$ cat src/design/drc_pkg.sv
package drc_pkg;

  // Field widths
  localparam int CNT_W      = 7;
  localparam int IDX_W      = 6;
  localparam int ADDR_W     = 32;
  localparam int STRIDE_W   = 16;
  localparam int UF_W       = 16;
  localparam int CFG_IDX_W  = 3;
  localparam int CFG_DATA_W = 32;

  localparam int PACKETS_MAX_DEFAULT = 64;

  // Operation codes
  localparam logic [1:0] OP_INTERRUPT    = 2'd0;
  localparam logic [1:0] OP_CHECK        = 2'd1;
  localparam logic [1:0] OP_QUEUE        = 2'd2;
  localparam logic [1:0] OP_RESTART_DONE = 2'd3;

  // Configuration register indexes
  localparam logic [CFG_IDX_W-1:0] REG_NUM_PACKETS  = 3'd0;
  localparam logic [CFG_IDX_W-1:0] REG_PRIME_PRESET = 3'd1;
  localparam logic [CFG_IDX_W-1:0] REG_CB_BASE      = 3'd2;
  localparam logic [CFG_IDX_W-1:0] REG_CB_STRIDE    = 3'd3;
  localparam logic [CFG_IDX_W-1:0] REG_DATA_BASE    = 3'd4;
  localparam logic [CFG_IDX_W-1:0] REG_DATA_STRIDE  = 3'd5;

  // Configuration reset values
  localparam logic [CNT_W-1:0]    NUM_PACKETS_RST  = 7'd8;
  localparam logic [CNT_W-1:0]    PRIME_PRESET_RST = 7'd2;
  localparam logic [STRIDE_W-1:0] STRIDE_RST       = 16'd64;

  typedef enum logic [1:0] {
    ST_IDLE,
    ST_LAUNCH,
    ST_SCAN,
    ST_APPLY
  } state_t;

  typedef struct packed {
    logic [1:0]        operation;
    logic              int_flag;
    logic              error_flag;
    logic              active_flag;
    logic [ADDR_W-1:0] conblk_addr;
    logic [ADDR_W-1:0] source_addr;
    logic [CNT_W-1:0]  add_count;
  } item_t;

  typedef struct packed {
    logic              accepted;
    logic              restart_request;
    logic [CNT_W-1:0]  prime_count;
    logic [IDX_W-1:0]  completed_index;
    logic [CNT_W-1:0]  processed_count;
    logic              underflow;
    logic [CNT_W-1:0]  in_use_count;
    logic [ADDR_W-1:0] processed_total;
    logic              notify;
  } result_t;

  // Scan token handed from cell to cell
  typedef struct packed {
    logic              valid;
    logic              found;
    logic [IDX_W-1:0]  idx;
    logic [ADDR_W-1:0] addr;
  } link_t;

endpackage

$ cat src/design/drc_scan_cell.sv
module drc_scan_cell #(
  parameter int IDX = 0
) (
  input  logic                          clk,
  input  logic                          rst,
  input  logic [drc_pkg::ADDR_W-1:0]    key,
  input  logic [drc_pkg::STRIDE_W-1:0]  stride,
  input  logic [drc_pkg::CNT_W-1:0]     ring_n,
  input  drc_pkg::link_t                link_in,
  output drc_pkg::link_t                link_out
);

  logic hit;

  // Match the first packet in the ring whose address is not below the key
  assign hit = link_in.valid && !link_in.found &&
               (drc_pkg::CNT_W'(IDX) < ring_n) && (key <= link_in.addr);

  // Advance the token valid bit, the address and the match result
  always_ff @(posedge clk) begin
    if (rst) begin
      link_out.valid <= 1'b0;
    end else begin
      link_out.valid <= link_in.valid;
    end
    link_out.found <= link_in.found | hit;
    link_out.idx   <= hit ? drc_pkg::IDX_W'(IDX) : link_in.idx;
    link_out.addr  <= link_in.addr + {{(drc_pkg::ADDR_W-drc_pkg::STRIDE_W){1'b0}}, stride};
  end

endmodule

$ cat config.mk
export PLATFORM = sky130hd
export DESIGN_NAME = drc_scan_cell
export DESIGN_NICKNAME = d
export VERILOG_FILES = /design/src/design/drc_pkg.sv /design/src/design/drc_scan_cell.sv
export SDC_FILE = /design/constraint.sdc
export NUM_CORES = 1
export LEC_CHECK = 0
export ABC_AREA = 0
export BUFFER_PORTS_ARGS = -buffer_cell sky130_fd_sc_hd__clkbuf_2
export CAP_MARGIN = 20
export CORE_MARGIN = 2
export CORE_UTILIZATION = 35
export CTS_CLUSTER_DIAMETER = 100
export CTS_CLUSTER_SIZE = 8
export DETAILED_ROUTE_END_ITERATION = 10
export SLEW_MARGIN = 10
export SYNTH_ARGS = -nofsm -noshare
export SYNTH_HDL_FRONTEND = slang
export SYNTH_SLANG_ARGS = --single-unit
export TNS_END_PERCENT = 20
$ cat constraint.sdc
create_clock -name clk -period 4.8 [get_ports clk]
set_input_delay 0.24 -clock clk [delete_from_list [all_inputs] [get_ports clk]]
set_output_delay 0.24 -clock clk [all_outputs]
set_load 0.05 [all_outputs]
Word-level counts from Yosys, hierarchy flattened
Cells that the tools add are included.
- add/sub/neg operators: 1
- reductions and logical operators: 4
- bitwise gates (word level): 1
- magnitude comparators: 2
- operator list (cell ; number):
    adder 32 x 16 -> 32 bit ; 1
    <= comparator 32 bit ; 1
    < comparator 1 x 7 -> 1 bit, first input constant ; 1
    logical AND 1 bit ; 3
    logical NOT 1 bit ; 1
    OR 1 bit ; 1
- logic and storage cells: 12
- input port bits: 97
- bits in registers: 40
- output and inout port bits: 40

Logic depth before layout (Yosys ltp)
- depth after elaboration: 5
- mapped depth: 8
- depth with buffers taken out: 8

Worst setup path before layout
Ideal clock, no wire load.
- kind: input-to-reg
- start point: input port stride[0] in the netlist's numbering
- end point: register link_out[22] in the netlist's numbering
- data required time: 4679 ps
- setup slack: 2637 ps
- library setup time: 121 ps
- cell stages on the path: 8
- data arrival time: 2042 ps
- cell sequence: ha_1 -> fa_1 -> a21oi_1 -> o211ai_1 -> a22o_1 -> a22oi_1 -> nor3b_1 -> xnor2_1
- word-level cells in the longest chain between the ends: 1
- RTL lines (element ; line ; source):
    start: declaration ; drc_scan_cell.sv:7 ; input logic [drc_pkg::STRIDE_W-1:0] stride,
    adder 32 x 16 -> 32 bit ; drc_scan_cell.sv:28 ; link_out.addr <= link_in.addr + {{(drc_pkg::ADDR_W-drc_pkg::STRIDE_W){1'b0}}, stride};
    end: declaration ; drc_scan_cell.sv:10 ; output drc_pkg::link_t link_out
No other way between the ends.
A chain may end at the register's enable or synchronous reset.

Final worst setup path
- start point: input port stride[0] in the netlist's numbering
- end point: register link_out[20] in the netlist's numbering
Same word-level chain as after synthesis.

==> flow_summary.yaml <==
outcome:
  status: "finished, final reports clean"
yosys:
  synth.yosys.warnings: 0
  synth.lib_cells_used.distinct: 47
  synth_nets: 467
  area_of_the_mapped_netlist_mm2: 0.002831
  synth.ff_latch_count: 40
  yosys.area.top_type_share_pct: 28.28
  synth_most_common_cell: "ha_1"
  synthCells: 321
  synth_async_sr_flop_share_pct: 0
  post_synth_most_frequent_cells: "48 x ha_1, 40 x dfxtp_1, 34 x inv_1"
  synth_enable_flop_cells: 0
  ys_dominant_reg_cell: "dfxtp_1"
  synthDominantAreaCellType: "dfxtp_1"
  sequential_cell_area_fraction_in_the_yosys_report_pct: 28.28
  synth.avg_cell_area_um2: 8.821
  synth.area.top_cells: "dfxtp_1 28%, ha_1 21%, xnor2_1 7.7%"
sta:
  fin_worst_hold_slack_ns: 0.08603
  unrepaired_setup_endpoints_after_global_routing: "no"
  finalWorstPathRequiredPeriod_ns: 2.314
  timing.final.max_slew_violations: 0
  setup-tns-final_ns: 0
  worst-slew-pin-transition_ns: 0.7240
  final_hold_viols: 0
  max_slew_margin_pct: 51.73
  final_min_period_over_clock_period_pct: 48.22
  setup_viol_count_final: 0
  maxClockFrequency_mhz: 432.1
global_routing:
  grt_pass1_wl_um: 12350
  grt_pass1_vias: 2673
  antenna_violations_before_repair: 0
  grt-ovfl-total: 0
  grt_max_degree: 14
  grtUsageTotal_pct: 17.61
floorplan:
  core_area_mm2: 0.007767
  floorplan.die.height_um: 93.95
  initial_utilization_pct: 36.45
  width_of_the_chip_um: 93.95
  placementRows: 32
  floorplan.die_area_mm2: 0.008826
  count_of_pins_on_the_block_boundary: 137
cts:
  post_cts_buffers: 0
  cts_hold_fix_bufs: 0
  number_of_sinks_driven_by_the_clock_tree: 40
  cts.root.buffer_cell: "clkbuf_8"
  htree_num_levels: 2
  clk_pin_slew_ns: 0.09
  numCtsBuffers: 5
  clock_tree_from_tritoncts: "built"
  cts.path.max_buffers: 2
  cts_resized: 0
critical_path:
  worstSetupEndpointType: "register"
  critical_path.n_buffers_inverters: 1
  crit_path_cell_trace: "clkbuf_2, ha_1, fa_1, a21oi_1, o211ai_1, a22o_1, a22oi_1, nor3_1, xnor2_1"
  crit_slowest_cell: "a22oi_1"
  crit_required_ns: 4.98
  path_class: "in -> reg"
  max_stage_delay_ns: 0.57
  critical-path-top-delay-family: "compound AO/OA/AOI/OAI gates"
  critical_path_arrival_ns: 2.49
  critPathMaxFanout: 7
  worstSetupStartpointType: "input pin"
cells_and_area:
  largest_reg_flops: 40
  fillCellCount: 798
  largest_registers: "link_out: 40 flops"
  num-nets-final: 610
  final_cell_count_no_fill: 567
  antennaDiodeCount: 0
  fraction_of_final_layout_cells_sized_beyond_drive_strength_1_pct: 33.55
  finish.utilization_pct: 48.29
  sequential_cell_area_um2: 800.8
  multi_input_area_mm2: 0.001903
  relative_area_change_from_synthesis_to_final_layout_pct: 32.48
  design_area_mm2: 0.003751
  regMostFlops: "link_out"
min_path:
  min_delay_path_class: "in -> reg"
  holdPathStages: 2
  holdPathEnd: "link_out[39]"
  hp-start: "rst"
pwr:
  p_leak_nw: 1.933
  vdd.ir_drop.worst_mv: 0.1254
  power.density_mw_per_mm2: 298.7
run:
  drv.max_cap_violation_count: 0
routing:
  route.antenna.remaining_nets: 0
  detailroute.via_count: 2755
  wl_um: 7604
  drt-pass1-iter-count: 4
  post_drt_wl_per_cell_um: 13.41
  vias_per_cell: 4.859
  drt_drc_violations_left: 0
  detailedRoute.firstIterationViolations: 110
place:
  placed_cells: 559
  detailed_place_hpwl_um: 6570
  io_buffer_count: 136
  gp_congestion: 0.8644
  dpl-instance-area_mm2: 0.003640
==> cell usage in the layout, fill, tap and decap left out, types with 2 or more instances in the layout <==
master and count:
clkbuf_2 136, and4_1 5, nor3_1 9, nand4_1 6, nand3_1 5, o211ai_1 3
xnor2_1 25, a21oi_1 29, nor2b_1 5, a21o_1 8, ha_1 48, a2111oi_4 2
nand2_1 27, a211oi_1 2, clkbuf_8 5, inv_1 34, a31oi_1 2, nor4_1 9
nand2_2 2, o21ai_0 10, nor2_1 19, xor2_1 4, and3_1 2, dfxtp_1 40
==> per-stage QoR <==
| stage | worst slack, ns | total power, mW |
|---|---|---|
| floorplan | 2.637 | 0.7186 |
| global placement | 2.265 | 0.8449 |
| detailed placement | 2.196 | 0.8484 |
| CTS | 2.508 | 1.137 |
| global route | 2.309 | 1.190 |
| finish | 2.486 | 1.120 |
==> cell families (layout without fill, tap and decap cells) <==
logic type / Yosys count / count (layout) / share of synthesized area, %
adders and majority gates: 49 / 49 / 21.92
DFF: 40 / 40 / 28.28
AOI/OAI and AO/OA: 74 / 74 / 19.09
buffers and inverters: 34 / 178 / 4.507
and+or+nand+nor: 95 / 95 / 17.23
xor gates and xnor gates: 29 / 29 / 8.970
==> worst max-delay path by stage <==
stage	from	endpoint	cells after the start	slack, ns
CTS	stride[0]	link_out[20]	9	2.51
floorplan	stride[0]	link_out[22]	8	2.64
finish	stride[0]	link_out[20]	9	2.49
global route	stride[0]	link_out[20]	9	2.31
global placement	stride[0]	link_out[22]	9	2.27
detailed placement	stride[0]	link_out[28]	9	2.20
==> layout make-up <==
type,count,area share [%]
Sequential cell,40,21.35
Clock buffer,5,1.835
Inverter,34,3.402
Clock inverter,3,1.134
Tap cell,102,3.402
Timing Repair Buffer,136,18.15
Multi-Input combinational cell,247,50.73
==> report_power, final <==
group,internal (mW),total (mW),switching (mW)
combinational,0.143,0.451,0.308
clock,0.154,0.281,0.127
sequential,0.376,0.388,0.0121
==> metal layers <==
layer  track usage (%)  share of wire [%]  up-vias
met1             23.60                 46     1217
met5                 0                  0        -
li1                  -                  -     1445
met4             5.314                1.4        0
met3             2.809                5.2        9
met2             29.05                 47       84
Power figures use the tool's default switching activity.
